<file path="config.mk">
export PLATFORM = sky130hd
export DESIGN_NAME = serial_midi_to_usb_midi_packets
export DESIGN_NICKNAME = d
export VERILOG_FILES = /design/src/rtl/smum_pkg.sv /design/src/rtl/serial_midi_to_usb_midi_packets.sv
export SDC_FILE = /design/constraint.sdc
export NUM_CORES = 1
export LEC_CHECK = 0
export ABC_AREA = 1
export BUFFER_PORTS_ARGS = -buffer_cell sky130_fd_sc_hd__buf_4
export CORE_ASPECT_RATIO = 0.8
export CORE_MARGIN = 4
export CORE_UTILIZATION = 60
export DETAILED_ROUTE_END_ITERATION = 8
export GPL_ROUTABILITY_DRIVEN = 1
export GPL_TIMING_DRIVEN = 1
export PLACE_DENSITY = 0.85
export SYNTH_ARGS = -nofsm -noshare
export SYNTH_HDL_FRONTEND = slang
export SYNTH_SLANG_ARGS = --single-unit
</file>
<file path="constraint.sdc">
create_clock -name clk -period 4.7 [get_ports clk]
set_input_delay 0.705 -clock clk [delete_from_list [all_inputs] [get_ports clk]]
set_output_delay 0.705 -clock clk [all_outputs]
set_load 0.01 [all_outputs]
</file>
<file path="src/rtl/smum_pkg.sv">
`default_nettype none
// ----------------------------------------------------------------------------
// smum_pkg
// Shared types and codes for the serial MIDI to USB-MIDI packet encoder.
// ----------------------------------------------------------------------------
package smum_pkg;

	// parser phase, seven codes used, the eighth behaves as unknown
	typedef enum logic [2:0] {
		PH_UNKNOWN = 3'd0,
		PH_ONE     = 3'd1,
		PH_TWO_A   = 3'd2,
		PH_TWO_B   = 3'd3,
		PH_SX0     = 3'd4,
		PH_SX1     = 3'd5,
		PH_SX2     = 3'd6
	} phase_t;

	// code index numbers
	localparam logic [3:0] CIN_SYS_TWO   = 4'h2;
	localparam logic [3:0] CIN_SYS_THREE = 4'h3;
	localparam logic [3:0] CIN_SX_START  = 4'h4;
	localparam logic [3:0] CIN_SX_END1   = 4'h5;
	localparam logic [3:0] CIN_SX_END2   = 4'h6;
	localparam logic [3:0] CIN_SX_END3   = 4'h7;
	localparam logic [3:0] CIN_RT        = 4'hf;

	// status bytes
	localparam logic [7:0] ST_RT_LOW   = 8'hf8;
	localparam logic [7:0] ST_SX_START = 8'hf0;
	localparam logic [7:0] ST_MTC      = 8'hf1;
	localparam logic [7:0] ST_SPP      = 8'hf2;
	localparam logic [7:0] ST_SONG     = 8'hf3;
	localparam logic [7:0] ST_TUNE     = 8'hf6;
	localparam logic [7:0] ST_SX_END   = 8'hf7;
	localparam logic [7:0] ST_ONE_LOW  = 8'hc0;
	localparam logic [7:0] ST_ONE_HIGH = 8'hdf;
	localparam logic [3:0] NIB_SYSTEM  = 4'hf;

	// one event packet
	typedef struct packed {
		logic [7:0] third_byte;
		logic [7:0] second_byte;
		logic [7:0] first_byte;
		logic [3:0] code_index;
		logic [3:0] cable;
	} packet_t;

endpackage
`default_nettype wire

</file>
<file path="src/rtl/serial_midi_to_usb_midi_packets.sv">
`default_nettype none
// ----------------------------------------------------------------------------
// serial_midi_to_usb_midi_packets
// Parses a serial MIDI byte stream into 4-byte USB-MIDI event packets.
// ----------------------------------------------------------------------------
// One MIDI byte is taken per beat on the slave side and one packet per beat
// leaves on the master side. The block accepts a byte in every cycle unless
// the output register holds it back. A byte is parsed in the cycle after its
// beat, and its packet, if any, is loaded into the output register when the
// byte advances. The only thing that slows the input is the output register:
// when it holds a packet that is not taken and the parsed byte makes another,
// input ready drops until the master side drains.
// cable_number is written through the cfg channel, which is always ready;
// write it only while idle.
module serial_midi_to_usb_midi_packets
	import smum_pkg::*;
(
	input  wire logic        clk,
	input  wire logic        arst_n,
	input  wire logic        s_tvalid,
	output logic             s_tready,
	input  wire logic [7:0]  s_tdata,   // [7:0] midi_byte
	output logic             m_tvalid,
	input  wire logic        m_tready,
	output logic [31:0]      m_tdata,   // [3:0] cable, [7:4] code_index,
	                                    // [15:8] first_byte, [23:16] second_byte,
	                                    // [31:24] third_byte
	input  wire logic        cfg_valid,
	output logic             cfg_ready,
	input  wire logic [3:0]  cfg_data   // [3:0] cable_number
);

	logic       cfg_wr;
	logic [3:0] cable_num_q;
	logic       in_valid_s1;
	logic [7:0] byte_s1;
	phase_t     phase_q, phase_d;
	logic [7:0] held1_q, held1_d;
	logic [7:0] held2_q, held2_d;
	logic       emit_c;
	packet_t    pkt_c, pkt_q;
	logic       out_free;
	logic       advance;

	// configuration
	assign cfg_ready = 1'b1;
	assign cfg_wr    = cfg_valid & cfg_ready;

	always_ff @(posedge clk or negedge arst_n) begin
		if (!arst_n) begin
			cable_num_q <= '0;
		end else if (cfg_wr) begin
			cable_num_q <= cfg_data;
		end
	end

	// handshake between input register and output register
	assign out_free = ~m_tvalid | m_tready;
	assign advance  = in_valid_s1 & (out_free | ~emit_c);
	assign s_tready = ~in_valid_s1 | advance;

	// parser
	always_comb begin
		emit_c           = 1'b0;
		phase_d          = phase_q;
		held1_d          = held1_q;
		held2_d          = held2_q;
		pkt_c            = '0;
		pkt_c.cable      = cable_num_q;
		if (byte_s1 >= ST_RT_LOW) begin
			// real-time passes at once, state kept
			emit_c           = 1'b1;
			pkt_c.code_index = CIN_RT;
			pkt_c.first_byte = byte_s1;
		end else if (byte_s1[7:4] == NIB_SYSTEM) begin
			unique case (byte_s1) inside
				ST_SX_START: begin
					held1_d = byte_s1;
					phase_d = PH_SX1;
				end
				ST_MTC, ST_SONG: begin
					held1_d = byte_s1;
					phase_d = PH_ONE;
				end
				ST_SPP: begin
					held1_d = byte_s1;
					phase_d = PH_TWO_A;
				end
				ST_TUNE: begin
					phase_d          = PH_UNKNOWN;
					emit_c           = 1'b1;
					pkt_c.code_index = CIN_SX_END1;
					pkt_c.first_byte = ST_TUNE;
				end
				ST_SX_END: begin
					// close sysex by pending count
					phase_d = PH_UNKNOWN;
					case (phase_q)
						PH_SX0: begin
							emit_c           = 1'b1;
							pkt_c.code_index = CIN_SX_END1;
							pkt_c.first_byte = ST_SX_END;
						end
						PH_SX1: begin
							emit_c            = 1'b1;
							pkt_c.code_index  = CIN_SX_END2;
							pkt_c.first_byte  = held1_q;
							pkt_c.second_byte = ST_SX_END;
						end
						PH_SX2: begin
							emit_c            = 1'b1;
							pkt_c.code_index  = CIN_SX_END3;
							pkt_c.first_byte  = held1_q;
							pkt_c.second_byte = held2_q;
							pkt_c.third_byte  = ST_SX_END;
						end
						default: ;
					endcase
				end
				default: begin
					// undefined status
					phase_d = PH_UNKNOWN;
				end
			endcase
		end else if (byte_s1[7]) begin
			// channel status
			held1_d = byte_s1;
			phase_d = (byte_s1 >= ST_ONE_LOW && byte_s1 <= ST_ONE_HIGH) ? PH_ONE : PH_TWO_A;
		end else begin
			// data byte
			unique case (phase_q)
				PH_ONE: begin
					emit_c            = 1'b1;
					pkt_c.first_byte  = held1_q;
					pkt_c.second_byte = byte_s1;
					if (held1_q[7:4] != NIB_SYSTEM) begin
						pkt_c.code_index = held1_q[7:4];
					end else begin
						pkt_c.code_index = CIN_SYS_TWO;
						phase_d          = PH_UNKNOWN;
					end
				end
				PH_TWO_A: begin
					held2_d = byte_s1;
					phase_d = PH_TWO_B;
				end
				PH_TWO_B: begin
					emit_c            = 1'b1;
					pkt_c.first_byte  = held1_q;
					pkt_c.second_byte = held2_q;
					pkt_c.third_byte  = byte_s1;
					if (held1_q[7:4] != NIB_SYSTEM) begin
						pkt_c.code_index = held1_q[7:4];
						phase_d          = PH_TWO_A;
					end else begin
						pkt_c.code_index = CIN_SYS_THREE;
						phase_d          = PH_UNKNOWN;
					end
				end
				PH_SX0: begin
					held1_d = byte_s1;
					phase_d = PH_SX1;
				end
				PH_SX1: begin
					held2_d = byte_s1;
					phase_d = PH_SX2;
				end
				PH_SX2: begin
					emit_c            = 1'b1;
					pkt_c.code_index  = CIN_SX_START;
					pkt_c.first_byte  = held1_q;
					pkt_c.second_byte = held2_q;
					pkt_c.third_byte  = byte_s1;
					phase_d           = PH_SX0;
				end
				default: begin
					// stray data byte
					phase_d = PH_UNKNOWN;
				end
			endcase
		end
	end

	// input register, parser state and output register
	always_ff @(posedge clk or negedge arst_n) begin
		if (!arst_n) begin
			in_valid_s1 <= 1'b0;
			phase_q     <= PH_UNKNOWN;
			held1_q     <= '0;
			held2_q     <= '0;
			m_tvalid    <= 1'b0;
		end else begin
			if (s_tready) begin
				in_valid_s1 <= s_tvalid;
			end
			if (advance) begin
				phase_q <= phase_d;
				held1_q <= held1_d;
				held2_q <= held2_d;
			end
			if (advance && emit_c) begin
				m_tvalid <= 1'b1;
			end else if (m_tready) begin
				m_tvalid <= 1'b0;
			end
		end
	end

	// payload registers
	always_ff @(posedge clk) begin
		if (s_tready && s_tvalid) begin
			byte_s1 <= s_tdata;
		end
		if (advance && emit_c) begin
			pkt_q <= pkt_c;
		end
	end

	assign m_tdata = pkt_q;

`ifndef ASSERT_OFF
	// a parsed packet that finds the output full holds back the input
	a_stall_blocks_input: assert property (@(posedge clk) disable iff (!arst_n)
		in_valid_s1 && emit_c && m_tvalid && !m_tready |-> !s_tready)
		else $error("input accepted while a packet is blocked");

	// every emitted packet shows up on the master side
	a_emit_shows: assert property (@(posedge clk) disable iff (!arst_n)
		advance && emit_c |=> m_tvalid)
		else $error("emitted packet lost");

	// real-time bytes leave the parser state alone
	a_rt_keeps_phase: assert property (@(posedge clk) disable iff (!arst_n)
		advance && byte_s1 >= ST_RT_LOW |=> $stable(phase_q) && $stable(held1_q))
		else $error("real-time byte disturbed parser state");
`endif

endmodule
`default_nettype wire
</file>
Word level (Yosys, flattened, before mapping)
Cells that the tools add are included.
{"block": "totals", "output_inout_bits": 35, "inputBits": 17, "elab_cells": 86, "ramBits": 0, "romBits": 0, "register_bits": 64, "n_memories": 0, "latch_bits": 0}
{"block": "op_classes", "n_mux": 31, "mul": 0, "n_div": 0, "n_eq_ne": 16, "n_reduce_logical": 14, "shift": 0, "bitwise_logic": 10, "order_cmp": 3, "addsub": 0}
{"cell": "$pmux 19 s3", "n": 1}
{"cell": "$mux 28", "n": 2}
{"cell": "$eq 8x8->1 const B", "n": 6}
{"cell": "$mux 8", "n": 5}
{"cell": "$pmux 12 s3", "n": 1}
{"cell": "$pmux 12 s2", "n": 1}
{"cell": "$pmux 3 s6", "n": 1}
{"cell": "$ge 8x8->1 const B", "n": 2}
{"cell": "$mux 16", "n": 1}
{"cell": "$pmux 8 s2", "n": 1}
{"cell": "$mux 12", "n": 1}
{"cell": "$eq 3x3->1 const B", "n": 3}
{"cell": "$mux 3", "n": 3}
{"cell": "$pmux 3 s3", "n": 1}
{"cell": "$le 8x8->1 const B", "n": 1}
{"cell": "$mux 4", "n": 2}
{"cell": "$ne 4x4->1 const B", "n": 2}
{"cell": "$mux 1", "n": 7}
{"cell": "$mux 7", "n": 1}
{"cell": "$eq 3x2->1 const B", "n": 2}
{"cell": "$not 1->1", "n": 6}
{"cell": "$reduce_or 2->1", "n": 3}
{"cell": "$reduce_or 3->1", "n": 2}
{"cell": "$reduce_and 5->1", "n": 1}
{"cell": "13 further kinds", "n": 18}

Longest topological paths before layout
{"block": "logic_depth", "ltp_word": 11, "ltp_mapped": 12}

Worst setup path before layout
OpenSTA, ideal clock, no wires.
{"block": "synth_timing", "path_kind": "reg-to-reg", "startpoint": "reg byte_s1[7]", "endpoint": "reg pkt_q (netlist bit m_tdata[0]), enable pin", "period_less_slack_ns": 2.260, "arrival_ns": 1.873, "required_time_ns": 4.313, "path_slack_ns": 2.440, "path_buffers": 2, "path_stages_with_launch": 10, "cell_sequence": "edfxtp_1 > buf_6 > nand2_2 > nor2_4 > buf_6 > nand2_2 > nand4_4 > a21oi_2 > nand2_1 > inv_1"}
{"block": "synth_via", "elab_chain_len": 8, "elab_cells_between_ends": 12}
{"item": "start, declared", "line": "serial_midi_to_usb_midi_packets.sv:36", "source": "logic [7:0] byte_s1;"}
{"item": "start signal, assigned", "line": "serial_midi_to_usb_midi_packets.sv:212", "source": "byte_s1 <= s_tdata;"}
{"item": "$eq 8x8->1 (no line)"}
{"item": "$pmux 1 s2", "line": "serial_midi_to_usb_midi_packets.sv:76", "source": "unique case (byte_s1) inside"}
{"item": "$mux 1", "line": "serial_midi_to_usb_midi_packets.sv:75", "source": "end else if (byte_s1[7:4] == NIB_SYSTEM) begin"}
{"item": "$mux 1 (*)", "line": "serial_midi_to_usb_midi_packets.sv:70", "source": "if (byte_s1 >= ST_RT_LOW) begin"}
{"item": "$not 1->1", "line": "serial_midi_to_usb_midi_packets.sv:59", "source": "assign advance = in_valid_s1 & (out_free | ~emit_c);"}
{"item": "$or 1x1->1", "line": "serial_midi_to_usb_midi_packets.sv:59"}
{"item": "$and 1x1->1", "line": "serial_midi_to_usb_midi_packets.sv:59"}
{"item": "$logic_and 1x1->1 (*)", "line": "serial_midi_to_usb_midi_packets.sv:214", "source": "if (advance && emit_c) begin"}
{"item": "end signal, assigned", "line": "serial_midi_to_usb_midi_packets.sv:215", "source": "pkt_q <= pkt_c;"}
{"item": "end, declared", "line": "serial_midi_to_usb_midi_packets.sv:41", "source": "packet_t pkt_c, pkt_q;"}
Every way passes the cells marked *; elsewhere a longest branch is shown, timed or not.
A chain may end at the register's enable or synchronous reset.

Worst setup path after layout
{"block": "layout_timing", "startpoint": "reg byte_s1[7]", "endpoint": "reg pkt_q (netlist bit m_tdata[17]), enable pin"}
The elaborated chain is that of the path after synthesis.

==> reports/qor.csv <==
metric,value,unit
maxCapViolations,0,
criticalPathCategory,reg2reg,
clock_path_buffers,2,
hp-class,in2async,
syn_area,2960,um^2
cpPeakStageDelay,0.90,ns
fin_crit_sh,0.684,
grt_pass1_vias,2062,
drtAntennaViolNets,0,
rsz0062_at_grt,no,
crit_buf_inv,1,
fillers,317,
dp_slack,1.51,ns
cpMaxStageDelayCell,inv_1,
max_freq,0.311,GHz
p_leak,1.60,nW
start_util,0.632,
port_buffers,50,
fp.dieW,86.5,um
avgSynthCellArea,10.6,um^2
cts_tree,built,
clock-sinks,64,
setup-violations-final,0,
crit_family,simple AND/OR/NAND/NOR gates,
worst_setup_path_end_kind,flop,
hold_violations,0,
synthCells,280,
fin_area,3540,um^2
drive_gt1_frac,0.296,
critical_path.most_common_cell,nand2_2,
wl_per_cell,16.1,um
hold_ws,0.264,ns
grt_overflow,0,
dp_cells,379,
peakVddDrop,0.308,mV
synth.distinct_cells,35,
setup_ws,1.49,ns
cts_resized,0,
hold_buffers,0,
syn_to_final_growth,19.6,%
worstPathArrival,3.17,ns
r2r_slack,1.49,ns
vias,2270,
finalClockSkew,0.00790,ns
die_area,6120,um^2
cp.required,4.65,ns
crit_path_start_kind,flop,
nets,347,
die_y,70.8,um
htreeDepth,3,
crit_cells,7,
clk_pin_slew,0.07,ns
cp_cell_sequence,"nand2_2, nor2_4, nand2_2, nand4_4, a21oi_2, nand2_1, inv_1",
fin_tns_setup,0,ns
antenna_cells,0,
status,"complete, no violations",
tightest_slew,1.20,ns
coreArea,4680,um^2
antenna_found_initial,0,
wl,6370,um
track_usage,0.222,
grt_pass1_wl,10200,um
first_pass_iters,6,
grt_start_max_net_pins,33,
r2r-end,m_tdata[17],
yosysWarningCount,0,
final_cells,395,
rr_startpoint,byte_s1[7],
synth_seq_cells,64,
postCtsSetupRepairBufs,0,
gp_congestion,0.928,
synth_nets,297,
drc,0,
insertion_delay,0.34,ns
synth_seq_area_share,0.609,
viasPerCell,5.75,
r2r_cells,7,
p_per_area,409,nW/um^2
final_util,0.756,
slew_viol_final,0,
hpwl,4600,um
drtIter0Drc,272,
cp_max_fo,32,
placed_cell_area,3330,um^2
period_minus_slack,3.21,ns
io_pins,52,
cts_made_buffers,9,
relSlewSlack,0.200,
finalPower,1.45,mW
cts_root_buffer,clkbuf_8,
rows,22,
flip-flops by register name, summed over array words and instances (netlist names):
register and flops:
m_tdata 32, byte_s1 8, held1_q 8, held2_q 7, cable_num_q 4, phase_q 3, in_valid_s1 1, m_tvalid 1
per-layer routing:
| layer | vias up | wire [um] | track usage |
|---|---|---|---|
| met4 | 0 | 126 | 0.0830 |
| met5 | - | 0 | 0 |
| met3 | 17 | 680 | 0.0780 |
| li1 | 1063 | - | - |
| met2 | 141 | 2970 | 0.334 |
| met1 | 1049 | 2590 | 0.299 |
area by class of cell:
class                      instances  area [um^2]  area share
multi-input combinational        175          962       0.272
clock inverter                     6         83.8      0.0237
clock buffer                      10          128      0.0361
sequential                        64         1800       0.509
timing repair buffer              50          375       0.106
inverter                          30          113      0.0318
tap                               60         75.1      0.0212
worst reg2reg max path: cells and delay by family, from the launching register on:
kind / cells / cell delay [ns]
AO/OA/AOI/OAI: 1 / 0.44
buffers and inverters: 1 / 0.90
flip-flops: 1 / 0.55
AND/OR/NAND/NOR: 5 / 0.92
cell usage in the layout (no fill, tap or decap), types with 3 or more instances in the layout:
cell type and n:
o21ai_2 5, o211ai_1 5, nor2_1 18, o21ai_0 13, buf_4 50, clkinv_2 3
nand2_2 9, inv_2 4, mux2_2 4, inv_1 26, nor2_2 3, nand4_1 10
a21oi_1 7, o21ai_1 3, nand2_4 3, dfrtp_1 24, nand2_1 61, clkbuf_8 9
nand3_1 18, edfxtp_1 40
worst max-delay path by stage:
stage                     startpoint          end  slack [ns]
after global routing      byte_s1[7]  m_tdata[19]        1.29
after CTS                 byte_s1[7]   m_tdata[1]        1.51
final                     byte_s1[7]  m_tdata[17]        1.49
after global placement    byte_s1[7]   m_tdata[1]        1.71
after detailed placement  byte_s1[7]   m_tdata[3]        1.51
after floorplan           byte_s1[7]   m_tdata[0]        2.44
logic make-up (layout without fill, tap and decap cells):
logic type      Yosys count  count (layout)  share of synthesized area
compound gates           42              42                     0.0901
buf+inv                  41              96                     0.0656
flops                    64              64                      0.609
mux                       4               4                     0.0152
other cells               1               1                    0.00127
simple gates            128             128                      0.219
Yosys cell counts:
library cell,n,share of area
a31oi_1,1,0.0021
nand4_4,2,0.014
buf_4,4,0.010
nand2_1,61,0.077
o21ai_0,13,0.022
o21ai_1,3,0.0051
o221ai_1,1,0.0030
o22ai_1,1,0.0021
edfxtp_1,40,0.41
inv_2,4,0.0051
o2111ai_1,1,0.0030
a21oi_1,7,0.012
clkbuf_1,2,0.0025
nand2_4,3,0.011
buf_2,2,0.0034
nand3_1,18,0.030
nor3_1,1,0.0017
nand4_2,1,0.0042
nand4_1,10,0.021
mux2_2,4,0.015
nor2_1,18,0.023
dfrtp_1,24,0.20
buf_6,3,0.011
o211ai_1,5,0.013
o31ai_1,2,0.0051
o21a_1,1,0.0025
o41ai_1,1,0.0030
nor2_4,1,0.0038
nand2_2,9,0.019
nand3_4,1,0.0059
conb_1,1,0.0013
a21oi_2,1,0.0030
inv_1,26,0.033
o21ai_2,5,0.015
nor2_2,3,0.0063
power by group:
group          total, mW  switching [mW]  internal, mW
clock network      0.499           0.202         0.297
logic              0.223           0.138        0.0852
registers          0.724          0.0475         0.677
Power figures use the tool's default switching activity.
